$ cat src/rtl/core/rst_ram.sv
// Generic single-port-write, single-port-read RAM with registered read data.
`default_nettype none
module rst_ram #(
  parameter int unsigned Width = 8,
  parameter int unsigned Depth = 16
) (
  input  wire logic                     clk_i,
  input  wire logic                     we_i,
  input  wire logic [$clog2(Depth)-1:0] waddr_i,
  input  wire logic [Width-1:0]         wdata_i,
  input  wire logic [$clog2(Depth)-1:0] raddr_i,
  output logic      [Width-1:0]         rdata_o
);
  logic [Width-1:0] mem_q [Depth];

  always_ff @(posedge clk_i) begin
    if (we_i) begin
      mem_q[waddr_i] <= wdata_i;
    end
    rdata_o <= mem_q[raddr_i];
  end
endmodule
`default_nettype wire

$ cat config.mk
export PLATFORM = sky130hd
export DESIGN_NAME = rst_ram
export DESIGN_NICKNAME = d
export VERILOG_FILES = /design/src/rtl/core/rst_ram.sv
export SDC_FILE = /design/constraint.sdc
export NUM_CORES = 1
export LEC_CHECK = 0
export BUFFER_PORTS_ARGS = -buffer_cell sky130_fd_sc_hd__buf_4
export CAP_MARGIN = 20
export CORE_MARGIN = 5
export CORE_UTILIZATION = 40
export CTS_CLUSTER_SIZE = 20
export DETAILED_ROUTE_END_ITERATION = 12
export GPL_TIMING_DRIVEN = 0
export PLACE_DENSITY_LB_ADDON = 0.2
export SYNTH_ARGS = -nofsm -noshare
export SYNTH_HDL_FRONTEND = slang
export SYNTH_SLANG_ARGS = --single-unit
$ cat constraint.sdc
create_clock -name clk_i -period 4.3 [get_ports clk_i]
set_input_delay 0.43 -clock clk_i [delete_from_list [all_inputs] [get_ports clk_i]]
set_output_delay 0.43 -clock clk_i [all_outputs]
set_load 0.1 [all_outputs]
==> flow_metrics.env, run 1 <==
export IMPL_hold_viol=0
export IMPL_vias=2356
export IMPL_coreArea_mm2=0.0126
export IMPL_die_h_um=123
export IMPL_clkTransAtPathRegs_ns=0.05
export IMPL_path_buf_inv=2
export IMPL_dieArea_mm2=0.0152
export IMPL_insertion_delay_ns=0.41
export IMPL_area_growth_pct=19.6
export IMPL_multiInputGateArea_mm2=0.00106
export IMPL_syn_nets=247
export IMPL_max_slew_margin_rel_pct=42.1
export IMPL_crit_path_max_fanout=5
export IMPL_yosys_warnings=0
export IMPL_fmaxAchievable_mhz=522
export IMPL_critical_path_class="in2reg"
export IMPL_seq_area_frac_synth_pct=77.8
export IMPL_yosys_area_top_type="edfxtp_1"
export IMPL_cp_common_cell="buf_4"
export IMPL_antenna_cells=0
export IMPL_syn_avg_cell_area_um2=22.5
export IMPL_grt_total_usage_pct=14.3
export IMPL_cp_arrival_ns=2.04
export IMPL_hold_path_startpoint="wdata_i[6]"
export IMPL_post_cts_buffers=0
export IMPL_synthCells=229
export IMPL_cts_buffers=17
export IMPL_wl_per_cell_um=21.5
export IMPL_clockRootBuffer="clkbuf_16"
export IMPL_hold_depth=1
export IMPL_crit_required_ns=4.42
export IMPL_io_pins=26
export IMPL_rr_endpoint="rdata_o[0]"
export IMPL_grt_pass1_wl_um=14800
export IMPL_reg2regPathDepth=3
export IMPL_p_leak_uw=0.00206
export IMPL_hold_class="in2reg"
export IMPL_cp_start_kind="input port"
export IMPL_setup_viol=0
export IMPL_gpl_final_weighted_congestion=0.679
export IMPL_final_min_clock_period_ns=1.91
export IMPL_run_status="completed"
export IMPL_cts_sinks=136
export IMPL_cts_htree_levels=4
export IMPL_fin_skew_ns=0.00753
export IMPL_yosysMostFrequentCell="edfxtp_1"
export IMPL_antenna_left=0
export IMPL_critPathSlowestCell="nor3_1"
export IMPL_synthArstFlopShare_pct=0
export IMPL_gr_total_overflow=0
export IMPL_drt_first_iter_violations=170
export IMPL_netlist_top_cells_area="edfxtp_1 75%, mux4_2 7.9%, mux4_1 7.1%"
export IMPL_r2r_slack_ns=2.87
export IMPL_r2r_start="mem_q[15][0]"
export IMPL_layout_drive_gt1_share_pct=30.1
export IMPL_power_density_mw_per_mm2=507
export IMPL_cts_tree="built"
export IMPL_clockBufferDepth=2
export IMPL_grt_max_degree=17
export IMPL_crit_family="simple AND/OR/NAND/NOR gates"
export IMPL_ir_drop_v=0.000201
export IMPL_synthesis_area_mm2=0.00515
export IMPL_path_cells="buf_4 -> or3b_2 -> nor3_1 -> buf_4"
export IMPL_n_fill_cell=1059
export IMPL_cpPeakStageDelay_ns=0.68
export IMPL_antenna_found_initial=0
export IMPL_avgViaCountPerCell=5.11
export IMPL_cp_end_kind="flip-flop"
export IMPL_seqCellArea_mm2=0.00400
export IMPL_cap_violations=0
export IMPL_post_route_period_util_pct=44.5
export IMPL_start_util_pct=40.8
export IMPL_drc=0
export IMPL_drv_slew=0
export IMPL_cts_resized=0
export IMPL_detail_route_wirelength_um=9900
export IMPL_chipWidth_um=123
export IMPL_yosys_top_cells_count="128 x edfxtp_1, 18 x mux4_2, 16 x a22oi_1, 14 x mux4_1, 13 x nor2_1"
export IMPL_synth_top_area_share_pct=74.7
export IMPL_cts_hold_fix_buffers=0
export IMPL_worstMarginPinSlew_ns=0.866
export IMPL_rows=41
export IMPL_grt_pass1_vias=2378
export IMPL_ys_ff_latch=136
export IMPL_fin_tns_setup_ns=0
export IMPL_port_buffers=24
export IMPL_synth_edf_count=128
export IMPL_place_hpwl_um=6370
export IMPL_final_nets=294
export IMPL_ys_flop_type="edfxtp_1"
export IMPL_timing_hold_ws_ns=0.353
export IMPL_synth_cell_types=19
export IMPL_drt_first_pass_iters=4
export IMPL_rsz0062_at_grt="false"
export IMPL_worstHoldEndpoint="mem_q[2][6]"
[through the flow]
step / total power, uW / worst slack [ns] / cell area [um2] / utilization [%] / std cells
6_report: 3120 / 2.39 / 6160 / 48.8 / 461
5_1_grt: 3220 / 2.34 / 6160 / 48.8 / 461
4_1_cts: 3150 / 2.38 / 6160 / 48.8 / 461
3_5_place_dp: 1730 / 1.97 / 5570 / 44.1 / 429
3_3_place_gp: 1730 / 1.75 / 5540 / 43.9 / 425
2_1_floorplan: 1660 / 2.38 / 5150 / - / 229
[sequential cells by signal, indices dropped and copies added, names as in the netlist]
name	cells
rdata_o	8
mem_q	128
[cell usage in the layout (no fill, tap or decap), drive strengths merged]
master	synthesis	routed
buf	7	35
clkinvlp	0	3
nor2	13	13
edfxtp	128	128
clkdlybuf4s25	3	3
dfxtp	8	8
and2	1	1
a22oi	16	16
nand3	1	1
nor3	4	4
and2b	1	1
clkbuf	0	19
nand2	9	9
nand2b	2	2
or3b	1	1
mux4	32	32
nand3b	2	2
clkinv	0	7
bufinv	0	3
nor2b	1	1
[routing by layer]
layer  wire length (um)  global-route usage [%]  part of all wire, %  up-vias
li1                   -                       -                    -     1071
met1               4530                    19.9                   46     1207
met2               4730                    21.1                   48       67
met3                474                    4.21                  4.8       11
met4                162                    5.81                  1.6        0
met5                  0                       0                    0        -
[power breakdown]
group / total (uW) / internal (uW) / switching (uW)
sequential: 1490 / 1480 / 6.55
combinational: 215 / 69.1 / 146
clock: 1420 / 906 / 514
total: 3120 / 2460 / 667
[worst reg2reg max path, stage by stage, from the launching register on]
cell	delay [ns]
edfxtp_1	0.37
mux4_2	0.50
a22oi_1	0.36
nand2_1	0.08
[layout make-up]
type,count,area share (%)
Multi-Input combinational cell,83,17.2
Timing Repair Buffer,28,3.37
Clock inverter,13,2.52
Clock buffer,19,7.03
Buffer,10,1.40
Sequential cell,136,65.0
Tap cell,172,3.49
[cell families (layout without fill, tap and decap cells)]
family / Yosys count / count (layout) / synth area share, %
compound gates: 16 / 16 / 2.33
buf+inv: 10 / 70 / 1.68
flops: 136 / 136 / 77.8
mux: 32 / 32 / 15.0
simple gates: 35 / 35 / 3.18
[worst max-delay path by stage]
stage          startpoint           to  cells after the start
5_1_grt        waddr_i[2]  mem_q[0][1]                      4
2_1_floorplan  waddr_i[2]  mem_q[0][0]                      2
3_5_place_dp   waddr_i[2]  mem_q[0][7]                      4
6_report       waddr_i[2]  mem_q[0][7]                      4
3_3_place_gp   waddr_i[2]  mem_q[0][7]                      3
4_1_cts        waddr_i[2]  mem_q[0][7]                      4
Note: power is estimated with default switching activity, not from simulation.
==> run 2, diff against run 1 <==
- clock period: 4.3 -> 1.65 ns (I/O delays scaled with it)
==> run 2 against run 1 <==
Against the previous run:
- global-route usage hardly changed
- clock skew is 0.0019 ns lower
- flip-flop and latch count stayed put
- largest power group unchanged
- die area stayed put
- sequential share of layout area is 0.22 points lower
- setup slack worse by 2.2 ns
- register-to-register slack worse by 2.6 ns
- hold slack worse by 0.27 ns
==> flow_metrics.env, run 2 (same netlist as run 1, synthesis figures left out) <==
export IMPL_gpl_final_weighted_congestion=0.707
export IMPL_vias=2381
export IMPL_cap_violations=0
export IMPL_cts_htree_levels=4
export IMPL_place_hpwl_um=6410
export IMPL_place_ws_ns=-0.221
export IMPL_post_route_period_util_pct=87.8
export IMPL_netSwitchingPower_uw=1690
export IMPL_detail_route_wirelength_um=9930
export IMPL_setup_viol=0
export IMPL_largest_reg_flops=128
export IMPL_cts_tree="built"
export IMPL_clkTransAtPathRegs_ns=0.06
export IMPL_swShare_pct=20.5
export IMPL_utilization_pct=49.0
export IMPL_layout_cells_most_common_list="128 x edfxtp_1, 27 x buf_4, 18 x mux4_2"
export IMPL_rows=41
export IMPL_cts_resized=0
export IMPL_drt_first_iter_violations=130
export IMPL_regMostFlops="mem_q"
export IMPL_power_density_mw_per_mm2=1330
export IMPL_crit_path_max_fanout=8
export IMPL_final_nets=293
export IMPL_start_util_pct=40.8
export IMPL_drt_first_pass_iters=4
export IMPL_grt_total_usage_pct=14.3
export IMPL_clockBufferDepth=2
export IMPL_area_growth_pct=20.1
export IMPL_final_min_clock_period_ns=1.45
export IMPL_antenna_cells=0
export IMPL_insertion_delay_ns=0.41
export IMPL_layout_drive_gt1_share_pct=30.9
export IMPL_dieArea_mm2=0.0152
export IMPL_cts_sinks=136
export IMPL_hold_viol=0
export IMPL_p_int_uw=6530
export IMPL_drv_slew=0
export IMPL_p_comb_share_pct=6.8
export IMPL_post_cts_buffers=0
export IMPL_fin_skew_ns=0.00561
export IMPL_grt_pass1_wl_um=14700
export IMPL_run_status="completed"
export IMPL_hold_class="in2reg"
export IMPL_antenna_left=0
export IMPL_reg_top3="mem_q (128), rdata_o (8)"
export IMPL_cts_buffers=17
export IMPL_setup_ws_ns=0.201
export IMPL_grt_pass1_vias=2360
export IMPL_antenna_found_initial=0
export IMPL_cp_arrival_ns=1.48
export IMPL_hold_path_startpoint="wdata_i[6]"
export IMPL_coreArea_mm2=0.0126
export IMPL_startpoint="waddr_i[2]"
export IMPL_wl_per_cell_um=21.6
export IMPL_worstMarginPinSlew_ns=0.831
export IMPL_gr_total_overflow=0
export IMPL_seq_power_share_pct=47.2
export IMPL_r2r_start="mem_q[11][0]"
export IMPL_grt_max_degree=17
export IMPL_critical_path_class="in2reg"
export IMPL_layout_commonest_cell="edfxtp_1"
export IMPL_ir_drop_v=0.000908
export IMPL_port_buffers=24
export IMPL_die_h_um=123
export IMPL_clockPowerShare_pct=46.0
export IMPL_cts_hold_fix_buffers=0
export IMPL_cp_end_kind="flip-flop"
export IMPL_p_leak_uw=0.00209
export IMPL_avgViaCountPerCell=5.18
export IMPL_crit_required_ns=1.68
export IMPL_rsz0062_at_grt="false"
export IMPL_fmaxAchievable_mhz=690
export IMPL_n_fill_cell=1085
export IMPL_clockRootBuffer="clkbuf_16"
export IMPL_cp_start_kind="input port"
export IMPL_drc=0
export IMPL_max_slew_margin_rel_pct=44.4
export IMPL_io_pins=26
export IMPL_chipWidth_um=123
[run 2: stage by stage]
stage / total power [uW] / cells / hold WS [ns] / TNS (ns) / instance area [um2]
2_1_floorplan: 4320 / 229 / 0.264 / 0 / 5150
3_3_place_gp: 4510 / 425 / 0.492 / -12.83 / 5550
3_5_place_dp: 4520 / 428 / 0.511 / -6.29 / 5570
4_1_cts: 8290 / 460 / 0.0826 / 0 / 6180
5_1_grt: 8480 / 460 / 0.0904 / 0 / 6180
6_report: 8220 / 460 / 0.0880 / 0 / 6180
[run 2: routing by layer]
layer | vias to the layer above | wire length [um] | global-route usage [%]
met4 | 0 | 138 | 6.09
met5 | - | 0 | 0
met3 | 11 | 465 | 3.84
met2 | 68 | 4970 | 21.7
li1 | 1066 | - | -
met1 | 1236 | 4350 | 19.6
[run 2: layout make-up]
cell class | instances | area [um2] | area share [%]
sequential | 136 | 4000 | 64.8
multi-input combinational | 83 | 1060 | 17.2
clock buffer | 24 | 522 | 8.44
tap | 172 | 215 | 3.48
timing repair buffer | 27 | 200 | 3.24
clock inverter | 8 | 90.1 | 1.46
buffer | 10 | 86.3 | 1.40
[run 2: power by group through the flow]
stage               combinational (uW)  sequential (uW)  clock (uW)
floorplan                          196             4120           0
global placement                   561             3950           0
detailed placement                 568             3950           0
CTS                                569             3880        3840
global route                       592             3890        4000
finish                             557             3880        3780
[run 2: worst paths after layout]
| kind | endpoint | slack (ns) | depth (start not counted) |
|---|---|---|---|
| worst max-delay path | mem_q[1][0] | 0.20 | 3 |
| worst max register to register | rdata_o[0] | 0.27 | 3 |
| worst min register to register | rdata_o[5] | 0.68 | 3 |
| worst min-delay path | mem_q[10][6] | 0.09 | 1 |
[run 2: critical path, cell delays in order]
cell,delay [ns]
buf_4,0.12
or3b_2,0.53
nor2_1,0.66
==> run 3, diff against run 2 <==
- BUFFER_PORTS_ARGS: -buffer_cell sky130_fd_sc_hd__buf_4 -> unset
- DONT_BUFFER_PORTS: unset -> 1
==> run 3 against run 2 <==
Against the previous run:
- setup slack worse by 0.072 ns
- critical path type is now reg2out
- cell area shrank 1.5%
- hold slack lost 0.050 ns
==> flow_metrics.env, run 3 (same netlist as run 1, synthesis figures left out) <==
export IMPL_grt_total_usage_pct=15.4
export IMPL_antenna_left=0
export IMPL_setup_viol=0
export IMPL_reg2regPathDepth=3
export IMPL_grt_pass1_vias=2434
export IMPL_worst_path_stages=0
export IMPL_drt_first_iter_violations=158
export IMPL_dieArea_mm2=0.0152
export IMPL_drv_slew=0
export IMPL_drc=0
export IMPL_layout_cells_most_common_list="128 x edfxtp_1, 18 x mux4_2, 17 x clkbuf_16"
export IMPL_rows=41
export IMPL_vias=2344
export IMPL_cap_violations=0
export IMPL_start_util_pct=40.8
export IMPL_cts_buffers=17
export IMPL_final_min_clock_period_ns=1.52
export IMPL_placed_area_mm2=0.00539
export IMPL_dp_cells=404
export IMPL_post_cts_buffers=0
export IMPL_timing_hold_ws_ns=0.0381
export IMPL_drt_first_pass_iters=4
export IMPL_clockBufferDepth=2
export IMPL_fin_skew_ns=0.00744
export IMPL_p_leak_uw=0.00199
export IMPL_place_hpwl_um=6500
export IMPL_detail_route_wirelength_um=10700
export IMPL_final_nets=280
export IMPL_avgViaCountPerCell=5.23
export IMPL_layout_drive_gt1_share_pct=22.9
export IMPL_rsz0062_at_grt="false"
export IMPL_port_buffers=0
export IMPL_fmaxAchievable_mhz=658
export IMPL_chipWidth_um=123
export IMPL_power_density_mw_per_mm2=1330
export IMPL_cp_end_kind="output port"
export IMPL_hold_viol=0
export IMPL_cts_htree_levels=4
export IMPL_crit_path_max_fanout=1
export IMPL_reg_top3="mem_q (128), rdata_o (8)"
export IMPL_regMostFlops="mem_q"
export IMPL_post_route_period_util_pct=92.1
export IMPL_wl_per_cell_um=23.8
export IMPL_insertion_delay_ns=0.41
export IMPL_grt_max_degree=17
export IMPL_largest_reg_flops=128
export IMPL_max_slew_margin_rel_pct=36.4
export IMPL_cts_sinks=136
export IMPL_cts_tree="built"
export IMPL_worstMarginPinSlew_ns=0.953
export IMPL_coreArea_mm2=0.0126
export IMPL_cp_start_kind="flip-flop"
export IMPL_final_cell_area_mm2=0.00609
export IMPL_critical_path_class="reg2out"
export IMPL_grt_pass1_wl_um=16000
export IMPL_io_pins=26
export IMPL_crit_required_ns=1.48
export IMPL_area_growth_pct=18.2
export IMPL_layout_commonest_cell="edfxtp_1"
export IMPL_clkTransAtPathRegs_ns=0.06
export IMPL_run_status="completed"
export IMPL_hold_class="in2reg"
export IMPL_cp_arrival_ns=1.36
export IMPL_ir_drop_v=0.000951
export IMPL_gr_total_overflow=0
export IMPL_power_uw=8090
export IMPL_gpl_final_weighted_congestion=0.681
export IMPL_hold_depth=1
export IMPL_clockRootBuffer="clkbuf_16"
export IMPL_fin_cells=448
export IMPL_die_h_um=123
export IMPL_antenna_found_initial=1
## run 3: worst paths after layout
path | endpoint | from | slack, ns
max | rdata_o[7] | rdata_o[7] | 0.13
min reg2reg | rdata_o[2] | mem_q[8][2] | 0.69
min | mem_q[0][3] | waddr_i[0] | 0.04
max reg2reg | rdata_o[2] | mem_q[5][2] | 0.23
## run 3: report_power, final
group,leakage [uW],switching (uW),internal [uW]
Clock,0.000287,1350,2350
Sequential,0.00122,192,3870
Combinational,0.000484,197,143
## run 3: final cells by class
cell class | instances | area [um2]
Clock buffer | 17 | 425
Timing Repair Buffer | 14 | 130
Buffer | 10 | 86.3
Antenna cell | 1 | 2.50
Multi-Input combinational cell | 83 | 1060
Clock inverter | 15 | 160
Sequential cell | 136 | 4000
Tap cell | 172 | 215
Fill cell | 1060 | 6530
## run 3: stage by stage
| stage | setup WS (ns) | utilization [%] | setup TNS, ns |
|---|---|---|---|
| 5_1_grt | 0.0864 | 48.2 | 0 |
| 3_5_place_dp | -0.139 | 42.7 | -3.19 |
| 4_1_cts | 0.103 | 48.2 | 0 |
| 3_3_place_gp | -0.242 | 42.5 | -6.88 |
| 2_1_floorplan | 0.219 | - | 0 |
| 6_report | 0.130 | 48.2 | 0 |
## run 3: worst register-to-register path: stages, from the launching register on
cell      delay [ns]
edfxtp_1        0.35
mux4_1          0.56
a22oi_1         0.30
nand2_1         0.09
## run 3: routing by layer
layer | part of all wire, % | vias to the layer above | global-route usage (%)
met3 | 5.1 | 9 | 5.49
met1 | 45 | 1234 | 20.9
met5 | 0 | - | 0
met4 | 1.2 | 0 | 6.02
met2 | 48 | 59 | 23.0
li1 | - | 1042 | -
## run 3: what timing repair did
action	4_1_cts	5_1_grt
endpoints found under the hold margin	132	0
hold buffers	11	0
resized for setup	0	0
